`src/design/aabb_pkg.sv`:
```
// ============================================================================
// aabb_pkg
// Shared types and constants for the box pair overlap finder: command and
// status bundles between controller and datapath, and output field sizes.
// ============================================================================
package aabb_pkg;

    // Input command codes (tuser on the input stream)
    localparam logic CMD_ADD   = 1'b0;
    localparam logic CMD_CLEAR = 1'b1;

    // Reported slot number width (slots wrap modulo 32)
    localparam int SLOT_W     = 5;
    // Output tdata: older_slot, newer_slot, padded to a whole byte count
    localparam int OUT_DATA_W = 16;
    // Output tuser: hit, overflow
    localparam int OUT_USER_W = 2;

    // Controller to datapath commands
    typedef struct packed {
        logic clr;    // empty the box store
        logic start;  // latch new box, restart the scan
        logic scan;   // run the compare pipeline this cycle
        logic fin;    // emit final result, commit box
    } aabb_cmd_t;

    // Datapath to controller status
    typedef struct packed {
        logic full;       // store holds MAX_BOXES boxes
        logic scan_done;  // all stored boxes compared
        logic out_free;   // output register can take an item
    } aabb_sts_t;

endpackage

```
`src/design/aabb_ctrl.sv`:
```
// ============================================================================
// aabb_ctrl
// Controller for the overlap finder: accepts commands, sequences the scan
// over the box store and the final result of each add.
// ============================================================================
module aabb_ctrl
(
    input  logic                 clk,
    input  logic                 rst_n,
    input  logic                 s_tvalid,
    input  logic                 s_tuser,
    output logic                 s_tready,
    input  aabb_pkg::aabb_sts_t  sts,
    output aabb_pkg::aabb_cmd_t  cmd
);

    typedef enum logic [1:0]
    {
        ST_IDLE,
        ST_SCAN,
        ST_FIN
    } state_t;

    state_t state_reg;
    state_t state_next;
    logic   accept;

    assign s_tready = (state_reg == ST_IDLE);
    assign accept   = s_tvalid && s_tready;

    // Next state and datapath commands
    always_comb
    begin
        state_next = state_reg;
        cmd        = '0;
        case (state_reg)
            ST_IDLE:
            begin
                if (accept)
                begin
                    if (s_tuser == aabb_pkg::CMD_CLEAR)
                    begin
                        cmd.clr = 1'b1;
                    end
                    else if (sts.full)
                    begin
                        state_next = ST_FIN;
                    end
                    else
                    begin
                        cmd.start  = 1'b1;
                        state_next = ST_SCAN;
                    end
                end
            end
            ST_SCAN:
            begin
                cmd.scan = 1'b1;
                if (sts.scan_done)
                begin
                    state_next = ST_FIN;
                end
            end
            ST_FIN:
            begin
                if (sts.out_free)
                begin
                    cmd.fin    = 1'b1;
                    state_next = ST_IDLE;
                end
            end
            default:
            begin
                state_next = ST_IDLE;
            end
        endcase
    end

    // State register
    always_ff @(posedge clk or negedge rst_n)
    begin
        if (!rst_n)
        begin
            state_reg <= ST_IDLE;
        end
        else
        begin
            state_reg <= state_next;
        end
    end

endmodule

```
`src/design/aabb_dp.sv`:
```
// ============================================================================
// aabb_dp
// Datapath for the overlap finder: box store memory, slot counter, a
// two-stage read/compare pipeline, one held hit and the output register.
// ============================================================================
module aabb_dp
#(
    parameter int MAX_BOXES  = 32,
    parameter int COORD_BITS = 16
)
(
    input  logic                             clk,
    input  logic                             rst_n,
    input  aabb_pkg::aabb_cmd_t              cmd,
    input  logic [4*COORD_BITS-1:0]          box_in,
    input  logic                             m_tready,
    output aabb_pkg::aabb_sts_t              sts,
    output logic                             out_vld,
    output logic                             out_hit,
    output logic [aabb_pkg::SLOT_W-1:0]      out_older,
    output logic [aabb_pkg::SLOT_W-1:0]      out_newer,
    output logic                             out_ovf,
    output logic                             out_last
);

    localparam int BOX_W = 4 * COORD_BITS;
    localparam int CNT_W = $clog2(MAX_BOXES + 1);
    localparam int IDX_W = $clog2(MAX_BOXES);
    localparam logic [CNT_W-1:0] CNT_MAX = CNT_W'(MAX_BOXES);

    // Box store, fields from the low bits: min_x, min_y, max_x, max_y
    logic [BOX_W-1:0] mem [MAX_BOXES];

    logic [CNT_W-1:0] cnt_reg;
    logic [BOX_W-1:0] nb_reg;
    logic [CNT_W-1:0] rd_idx_reg;
    logic [BOX_W-1:0] rd_data_reg;
    logic             cmp_vld_reg;
    logic [IDX_W-1:0] cmp_idx_reg;
    logic             pend_vld_reg;
    logic [IDX_W-1:0] pend_idx_reg;

    logic                          out_vld_reg;
    logic                          out_hit_reg;
    logic [aabb_pkg::SLOT_W-1:0]   out_older_reg;
    logic [aabb_pkg::SLOT_W-1:0]   out_newer_reg;
    logic                          out_ovf_reg;
    logic                          out_last_reg;

    logic signed [COORD_BITS-1:0] a_lx, a_ly, a_hx, a_hy;
    logic signed [COORD_BITS-1:0] b_lx, b_ly, b_hx, b_hy;

    logic full;
    logic issue_done;
    logic out_free;
    logic overlap;
    logic hit;
    logic stall;
    logic adv;
    logic issue;
    logic push_scan;
    logic [aabb_pkg::SLOT_W-1:0] new_slot;

    // Coordinate unpacking: stored box (a) and new box (b)
    assign a_lx = $signed(rd_data_reg[0*COORD_BITS +: COORD_BITS]);
    assign a_ly = $signed(rd_data_reg[1*COORD_BITS +: COORD_BITS]);
    assign a_hx = $signed(rd_data_reg[2*COORD_BITS +: COORD_BITS]);
    assign a_hy = $signed(rd_data_reg[3*COORD_BITS +: COORD_BITS]);
    assign b_lx = $signed(nb_reg[0*COORD_BITS +: COORD_BITS]);
    assign b_ly = $signed(nb_reg[1*COORD_BITS +: COORD_BITS]);
    assign b_hx = $signed(nb_reg[2*COORD_BITS +: COORD_BITS]);
    assign b_hy = $signed(nb_reg[3*COORD_BITS +: COORD_BITS]);

    // Strict overlap: touching edges do not count
    assign overlap = (a_hx > b_lx) && (a_hy > b_ly) && (b_hx > a_lx) && (b_hy > a_ly);

    // Pipeline control
    assign full       = (cnt_reg == CNT_MAX);
    assign issue_done = (rd_idx_reg == cnt_reg);
    assign out_free   = !out_vld_reg || m_tready;
    assign hit        = cmp_vld_reg && overlap;
    assign stall      = hit && pend_vld_reg && !out_free;
    assign adv        = cmd.scan && !stall;
    assign issue      = adv && !issue_done;
    assign push_scan  = adv && hit && pend_vld_reg;
    assign new_slot   = aabb_pkg::SLOT_W'(cnt_reg);

    assign sts.full      = full;
    assign sts.scan_done = !cmp_vld_reg && issue_done;
    assign sts.out_free  = out_free;

    // Box store write on commit, registered read on issue
    always_ff @(posedge clk)
    begin
        if (cmd.fin && !full)
        begin
            mem[cnt_reg[IDX_W-1:0]] <= nb_reg;
        end
        if (issue)
        begin
            rd_data_reg <= mem[rd_idx_reg[IDX_W-1:0]];
            cmp_idx_reg <= rd_idx_reg[IDX_W-1:0];
        end
        if (cmd.start)
        begin
            nb_reg <= box_in;
        end
        if (adv && hit)
        begin
            pend_idx_reg <= cmp_idx_reg;
        end
    end

    // Slot count and scan control
    always_ff @(posedge clk or negedge rst_n)
    begin
        if (!rst_n)
        begin
            cnt_reg      <= '0;
            rd_idx_reg   <= '0;
            cmp_vld_reg  <= 1'b0;
            pend_vld_reg <= 1'b0;
        end
        else
        begin
            if (cmd.clr)
            begin
                cnt_reg <= '0;
            end
            else if (cmd.fin && !full)
            begin
                cnt_reg <= cnt_reg + 1'b1;
            end

            if (cmd.start)
            begin
                rd_idx_reg   <= '0;
                cmp_vld_reg  <= 1'b0;
                pend_vld_reg <= 1'b0;
            end
            else
            begin
                if (issue)
                begin
                    rd_idx_reg <= rd_idx_reg + 1'b1;
                end
                if (adv)
                begin
                    cmp_vld_reg <= issue;
                end
                if (adv && hit)
                begin
                    pend_vld_reg <= 1'b1;
                end
                else if (cmd.fin)
                begin
                    pend_vld_reg <= 1'b0;
                end
            end
        end
    end

    // Output register valid
    always_ff @(posedge clk or negedge rst_n)
    begin
        if (!rst_n)
        begin
            out_vld_reg <= 1'b0;
        end
        else if (push_scan || cmd.fin)
        begin
            out_vld_reg <= 1'b1;
        end
        else if (m_tready)
        begin
            out_vld_reg <= 1'b0;
        end
    end

    // Output register payload
    always_ff @(posedge clk)
    begin
        if (push_scan)
        begin
            // earlier hit leaves once a later one is known
            out_hit_reg   <= 1'b1;
            out_older_reg <= aabb_pkg::SLOT_W'(pend_idx_reg);
            out_newer_reg <= new_slot;
            out_ovf_reg   <= 1'b0;
            out_last_reg  <= 1'b0;
        end
        else if (cmd.fin)
        begin
            out_last_reg <= 1'b1;
            if (full)
            begin
                out_hit_reg   <= 1'b0;
                out_older_reg <= '0;
                out_newer_reg <= '0;
                out_ovf_reg   <= 1'b1;
            end
            else if (pend_vld_reg)
            begin
                out_hit_reg   <= 1'b1;
                out_older_reg <= aabb_pkg::SLOT_W'(pend_idx_reg);
                out_newer_reg <= new_slot;
                out_ovf_reg   <= 1'b0;
            end
            else
            begin
                out_hit_reg   <= 1'b0;
                out_older_reg <= '0;
                out_newer_reg <= new_slot;
                out_ovf_reg   <= 1'b0;
            end
        end
    end

    assign out_vld   = out_vld_reg;
    assign out_hit   = out_hit_reg;
    assign out_older = out_older_reg;
    assign out_newer = out_newer_reg;
    assign out_ovf   = out_ovf_reg;
    assign out_last  = out_last_reg;

endmodule

```
`src/design/aabb_pair_overlap_finder.sv`:
```
// ============================================================================
// aabb_pair_overlap_finder
// Each add scans the stored boxes with one store read per cycle while the output
// does not stall, and registers its final result once the scan ends; earlier
// pairs leave as soon as the next hit is found. A new item is taken only after
// the last one is through: a clear, an add to a full store, or an add with its
// scan and final result. Output stalls hold the scan.
// Reset empties the store.
// ============================================================================
module aabb_pair_overlap_finder
#(
    parameter int MAX_BOXES  = 32,
    parameter int COORD_BITS = 16
)
(
    input  logic                                   clk,
    input  logic                                   rst_n,
    input  logic                                   s_axis_tvalid,
    output logic                                   s_axis_tready,
    // min_x, min_y, max_x, max_y (signed), zero padded to whole bytes
    input  logic [((4*COORD_BITS+7)/8)*8-1:0]      s_axis_tdata,
    // cmd
    input  logic                                   s_axis_tuser,
    output logic                                   m_axis_tvalid,
    input  logic                                   m_axis_tready,
    // older_slot [4:0], newer_slot [9:5], zero padded
    output logic [aabb_pkg::OUT_DATA_W-1:0]        m_axis_tdata,
    // hit [0], overflow [1]
    output logic [aabb_pkg::OUT_USER_W-1:0]        m_axis_tuser,
    output logic                                   m_axis_tlast
);

    localparam int BOX_W = 4 * COORD_BITS;

    aabb_pkg::aabb_cmd_t          cmd;
    aabb_pkg::aabb_sts_t          sts;
    logic                         out_hit;
    logic [aabb_pkg::SLOT_W-1:0]  out_older;
    logic [aabb_pkg::SLOT_W-1:0]  out_newer;
    logic                         out_ovf;

    // Sequencer
    aabb_ctrl u_ctrl
    (
        .clk      (clk),
        .rst_n    (rst_n),
        .s_tvalid (s_axis_tvalid),
        .s_tuser  (s_axis_tuser),
        .s_tready (s_axis_tready),
        .sts      (sts),
        .cmd      (cmd)
    );

    // Store, compare pipeline and output register
    aabb_dp
    #(
        .MAX_BOXES  (MAX_BOXES),
        .COORD_BITS (COORD_BITS)
    )
    u_dp
    (
        .clk       (clk),
        .rst_n     (rst_n),
        .cmd       (cmd),
        .box_in    (s_axis_tdata[BOX_W-1:0]),
        .m_tready  (m_axis_tready),
        .sts       (sts),
        .out_vld   (m_axis_tvalid),
        .out_hit   (out_hit),
        .out_older (out_older),
        .out_newer (out_newer),
        .out_ovf   (out_ovf),
        .out_last  (m_axis_tlast)
    );

    // Output packing
    assign m_axis_tdata = {{(aabb_pkg::OUT_DATA_W - 2*aabb_pkg::SLOT_W){1'b0}},
                           out_newer, out_older};
    assign m_axis_tuser = {out_ovf, out_hit};

endmodule

```
`config.mk`:
```
export PLATFORM = sky130hd
export DESIGN_NAME = aabb_pair_overlap_finder
export DESIGN_NICKNAME = d
export VERILOG_FILES = /design/src/design/aabb_pkg.sv /design/src/design/aabb_ctrl.sv /design/src/design/aabb_dp.sv /design/src/design/aabb_pair_overlap_finder.sv
export SDC_FILE = /design/constraint.sdc
export NUM_CORES = 2
export LEC_CHECK = 0
export CAP_MARGIN = 5
export CORE_MARGIN = 5
export CORE_UTILIZATION = 54
export DETAILED_ROUTE_END_ITERATION = 16
export DONT_BUFFER_PORTS = 1
export PLACE_DENSITY = 0.69
export REMOVE_ABC_BUFFERS = 1
export SKIP_CTS_REPAIR_TIMING = 1
export SLEW_MARGIN = 20
export SYNTH_ARGS = -nofsm -noshare
export SYNTH_HDL_FRONTEND = slang
export SYNTH_HIERARCHICAL = 1
export SYNTH_SLANG_ARGS = --single-unit
```
`constraint.sdc`:
```
create_clock -name clk -period 11.5 [get_ports clk]
set_input_delay 2.3 -clock clk [delete_from_list [all_inputs] [get_ports clk]]
set_output_delay 2.3 -clock clk [all_outputs]
set_load 0.02 [all_outputs]
```
* After elaboration in Yosys (flattened, before gate mapping)
Memories as Yosys holds them, arrays and structs flattened. A register that Yosys moved wholly into a read port is not among the register bits.
Cells that the tools add are included.
** Operators by class
- Add/sub/neg operators :: 2
- $lt $le $gt $ge :: 4
- Equal/unequal tests :: 8
- Muxes and demuxes :: 37
- Reductions and logical operators :: 29
** Operators with widths (count)
- greater-than comparator 16 bit :: 4
- two-way mux 5 bit :: 7
- two-way mux 6 bit :: 4
- two-way mux 1 bit :: 18
- two-way mux 2 bit :: 7
- logical AND 1 bit :: 13
- adder 6 x 1 -> 6 bit, second input constant :: 2
- nonzero test 2 bit :: 5
- == test 6 bit :: 1
- == test 6 bit, second input constant :: 1
- zero test 1 bit :: 6
- != test 2 bit, second input constant :: 3
- case mux 2 bit (3 select lines) :: 1
- AND reduction 4 bit :: 1
- nonzero test 3 bit :: 1
- == test 2 x 1 -> 1 bit, second input constant :: 1
- == test 2 bit, second input constant :: 1
- zero test 2 bit :: 1
- logical OR 1 bit :: 2
- != test 2 x 1 -> 1 bit, second input constant :: 1
** Word-level totals
- Register bits after elaboration :: 104
- Memory bits (writable) :: 2048
- Input port bits :: 69
- Output and inout bits :: 21
- Logic and storage cells :: 95
- Memories kept :: 1
** Memory list
- u_dp.mem :: words 32, bits a word 64, read ports 1, clocked after memory_dff 1, wr ports 1, line aabb_dp.sv:32 : logic [BOX_W-1:0] mem [MAX_BOXES];

* Longest topological paths before layout
- Depth after elaboration :: 13
- Gate-level depth with buffers :: 11
- Gate-level depth less buffers :: 11

* By module
The synthesis kept the hierarchy.
** Modules (own cells, without submodules)
- aabb_dp :: times used 1, cells each 3449, area each 84681.2 um^2, sequential area each 66378.7 um^2
- aabb_ctrl :: times used 1, cells each 15, area each 136.4 um^2, sequential area each 50.0 um^2
- aabb_pair_overlap_finder :: times used 1, cells each 9, area each 63.8 um^2, sequential area each 0.0 um^2

* Worst setup path before layout
No wires, ideal clock.
- Path kind :: input -> register
- From :: input port m_axis_tready
- To :: memory u_dp/mem[10][0] in the netlist's numbering (enable)
- Library setup time :: 0.565 ns
- Data arrival time :: 7.617 ns
- Required time :: 10.935 ns
- Path slack :: 3.318 ns
- Cell stages on the path :: 7
- Path buffers :: 2
- Cells stage by stage :: nand2b_1 -> buf_4 -> nand2_1 -> nor2_1 -> clkbuf_1 -> nand2_1 -> nor3_1
** RTL lines
- from (decl) :: line aabb_pair_overlap_finder.sv:25 : input logic m_axis_tready,
- to (decl) :: line aabb_dp.sv:32

* Worst setup path in the final report
- From :: register u_dp.nb_reg[24]
- To :: register u_dp.rd_data_reg[54] (read register of u_dp.mem) (enable)
** Between the ends
- Cells in the longest elaborated chain, start to end :: 10
** Ends and longest elaborated chain
- from (decl) :: line aabb_dp.sv:35 : logic [BOX_W-1:0] nb_reg;
- from (signal assigned) :: line aabb_dp.sv:106 : nb_reg <= box_in;
- greater-than comparator 16 bit :: line aabb_dp.sv:75 : assign overlap = (a_hx > b_lx) && (a_hy > b_ly) && (b_hx > a_lx) && (b_hy > a_ly);
- logical AND 1 bit (3 in a row) :: line aabb_dp.sv:75
- logical AND 1 bit :: line aabb_dp.sv:81 : assign hit = cmp_vld_reg && overlap;
- logical AND 1 bit (2 in a row) :: line aabb_dp.sv:82 : assign stall = hit && pend_vld_reg && !out_free;
- zero test 1 bit :: line aabb_dp.sv:83 : assign adv = cmd.scan && !stall;
- logical AND 1 bit :: line aabb_dp.sv:83
- logical AND 1 bit :: line aabb_dp.sv:84 : assign issue = adv && !issue_done;
- named net u_dp.issue :: line aabb_dp.sv:60 : logic issue;
- to (decl) :: line aabb_dp.sv:37 : logic [BOX_W-1:0] rd_data_reg;
The timed path passes the listed nets, and every way through them passes these cells.
A chain may end at the register's enable or synchronous reset.

==> results.py <==
metrics = {
    "power": {
        "max-vdd-ir-drop_uv": 180,
        "powerDensity_nw_per_um2": 226,
        "finalPower_mw": 21.5,
        "p_sw_mw": 5.86,
        "switching_share_pct": 27.2,
        "p_seq_share_pct": 44.8,
        "p_comb_share_pct": 22.7,
        "clkPwrFrac_pct": 32.5,
        "p_leak_nw": 29.5,
        "p_int_mw": 15.7,
    },
    "route": {
        "dr.pass1.iters": 5,
        "routedWlPerCell_um": 34.0,
        "via_per_inst": 6.51,
        "wl_um": 200000,
        "drt_first_iter_violations": 4918,
        "postRouteAntennaNets": 0,
        "drc": 0,
        "route.vias.total": 38358,
    },
    "yosys": {
        "synth_cells": 3473,
        "synth_area_per_cell_um2": 24.4,
        "ys_warn_count": 6,
        "seq_area_frac_synth_pct": 78.3,
        "ys.flop_type": "edfxtp_1",
        "synth_edf_count": 2196,
        "synth_async_sr_flop_share_pct": 0.767,
        "ys_types": 61,
        "ys_ff_latch": 2216,
        "synthesis.area_um2": 84900,
    },
    "place": {
        "gp_congestion": 0.831,
        "place.port_buffers": 0,
        "placedInstanceArea_um2": 88100,
        "post-dp-hpwl_um": 111000,
    },
    "finish": {
        "drive_above_1_share_pct": 31.3,
        "nNetsFinal": 3795,
        "design_area_um2": 95200,
        "largest_reg_flops": 2048,
        "seq_area_um2": 66400,
        "area_growth_pct": 12.2,
        "num-fill-cells": 10355,
        "multiInputGateArea_um2": 17700,
    },
    "setup_path": {
        "cp.arrival_ns": 5.45,
        "path_max_fanout": 59,
        "worstPathRequired_ns": 11.95,
        "r2r_slack_ns": 6.50,
        "cp-end-kind": "register",
        "worstSetupPathType": "reg -> reg",
        "worstSetupStartpointType": "register",
    },
    "global_routing": {
        "antenna_found_initial": 15,
        "grt_pass1_vias": 38261,
        "grt_use_total_pct": 24.7,
        "grt-ovfl-total": 0,
        "grt_max_degree": 126,
        "grt_pass1_wl_um": 287000,
    },
    "cts": {
        "clk_latency_ns": 0.85,
        "cts_buffers": 215,
        "clk_path_buf_depth": 3,
        "path_clk_slew_ns": 0.06,
        "clockRootBuffer": "clkbuf_16",
        "cts_tree": "done",
        "cts_sinks": 2216,
        "htree_levels": 4,
    },
    "timing": {
        "final-hold-violation-count": 0,
        "rsz0062_at_grt": "no",
        "finalCriticalPeriod_ns": 5.00,
        "finClkSkew_ns": 0.0488,
        "maxSlewHeadroom_pct": 22.0,
        "finalMaxSlewViolations": 0,
        "max_freq_mhz": 200,
        "finalSetupViolations": 0,
        "period_share_pct": 43.4,
        "worst_slew_pin_slew_ns": 1.16,
    },
    "floorplan": {
        "die_h_um": 406,
        "io_pins": 90,
        "dieArea_um2": 165000,
        "initial_utilization_pct": 54.3,
        "rows": 145,
        "core_um2": 156000,
        "die_w_um": 406,
    },
    "run_status": {
        "status": "completed",
    },
    "hold_path": {
        "hold_class": "reg -> reg",
    },
    "job": {
        "cap_violations": 0,
    },
}
## layer usage
metal | track usage [%] | routed length [um] | vias to the layer above
met3 | 4.35 | 19000 | 261
met4 | 6.03 | 4650 | 2
met1 | 36.5 | 78300 | 20767
li1 | - | - | 15255
met5 | 0 | 7 | -
met2 | 39.3 | 98200 | 2073
## worst max-delay path, cell delays in order, from the launching register on
cell and delay, ns:
edfxtp_1 0.58, buf_4 0.36, inv_1 0.10, ha_1 0.34, a21oi_1 0.15, a21boi_0 0.10
o31a_1 0.28, nor4_1 0.96, nor4b_4 0.21, a31oi_4 0.58, buf_4 0.82
## cell usage after synthesis (2+ instances only)
cell type	count	area share, %
and3_1	5	0.037
nand2_1	21	0.093
buf_2	38	0.22
xnor2_1	4	0.041
nand3_1	14	0.083
a21oi_1	29	0.17
nand3b_1	2	0.018
a211o_1	2	0.021
edfxtp_1	2196	78
a21o_1	5	0.044
buf_4	10	0.088
o21ai_0	4	0.024
a21boi_0	5	0.044
mux2_2	66	0.88
nor3_1	13	0.077
nor4_1	5	0.037
ha_1	69	1.0
a41o_1	2	0.024
and4_1	2	0.021
dfrtp_1	17	0.50
mux2i_1	2	0.024
mux4_2	640	17
dfxtp_1	3	0.071
nand2b_1	5	0.037
clkbuf_1	111	0.49
nor2_1	43	0.19
buf_1	13	0.057
o31a_1	2	0.021
xor2_1	7	0.072
and2_1	9	0.066
inv_1	74	0.33
nor2b_1	10	0.074
o211ai_1	6	0.053
nand4_1	12	0.088
## placed cells by master (no fill, tap or decap), types with 6 or more instances in the layout
cell type	instances
nor2_4	16
nand2_1	21
nor3_2	12
clkinv_2	45
ha_1	69
nand3_1	14
buf_12	10
nor2_1	27
mux2_2	66
nand4_1	12
mux4_2	640
dfrtp_1	12
o211ai_1	6
clkbuf_1	39
clkinv_1	43
buf_4	118
clkinvlp_4	6
conb_1	6
clkbuf_16	220
nor2b_1	9
inv_1	74
edfxtp_1	2196
xor2_1	7
a21oi_1	29
bufinv_16	22
## cells by family after synthesis
group	after synthesis	synth area share (%)
xor gates and xnor gates	11	0.113
muxes	709	17.9
and+or+nand+nor	153	0.966
DFF	2216	78.3
AOI/OAI and AO/OA	68	0.553
other	1	0.00442
buffers and inverters	246	1.19
adders and majority gates	69	1.02
## layout make-up
| type | count | share of cell area, % |
|---|---|---|
| timing repair buffer | 134 | 1.28 |
| inverter | 74 | 0.292 |
| antenna | 3 | 0.00788 |
| tap | 2058 | 2.70 |
| clock buffer | 263 | 5.99 |
| clock inverter | 130 | 1.39 |
| sequential | 2216 | 69.8 |
| multi-input combinational | 1016 | 18.5 |
## path summary, 6_finish.rpt
check                               startpoint                   end  depth (start not counted)
max                            u_dp/nb_reg[24]  u_dp/rd_data_reg[54]                         10
min                        u_dp/cmp_idx_reg[1]  u_dp/pend_idx_reg[1]                          0
max reg2reg                    u_dp/nb_reg[24]  u_dp/rd_data_reg[54]                         10
min reg2reg                u_dp/cmp_idx_reg[1]  u_dp/pend_idx_reg[1]                          0
max in group asynchronous                rst_n    u_dp/rd_idx_reg[3]                          0
min in group asynchronous                rst_n    u_dp/rd_idx_reg[0]                          0
## power groups by stage
stage	clock, mW	sequential [mW]	combinational, mW
2_1_floorplan	0	10.3	4.40
6_report	7.01	9.64	4.88
5_1_grt	7.46	9.67	5.17
3_5_place_dp	0	9.81	4.93
3_3_place_gp	0	9.81	4.90
4_1_cts	7.11	9.65	4.96
## metrics by stage
step | TNS [ns] | hold slack [ns] | setup slack (ns) | instances | utilization, %
4_1_cts | 0 | 0.422 | 6.59 | 5889 | 60.9
3_3_place_gp | 0 | 0.405 | 6.00 | 5491 | 56.3
2_1_floorplan | -1310.91 | 0.400 | -10.35 | 3306 | -
3_5_place_dp | 0 | 0.408 | 5.92 | 5496 | 56.4
6_report | 0 | 0.422 | 6.50 | 5894 | 61.0
5_1_grt | 0 | 0.423 | 6.36 | 5891 | 61.0
No activity file was read; power rests on OpenSTA's default activity.
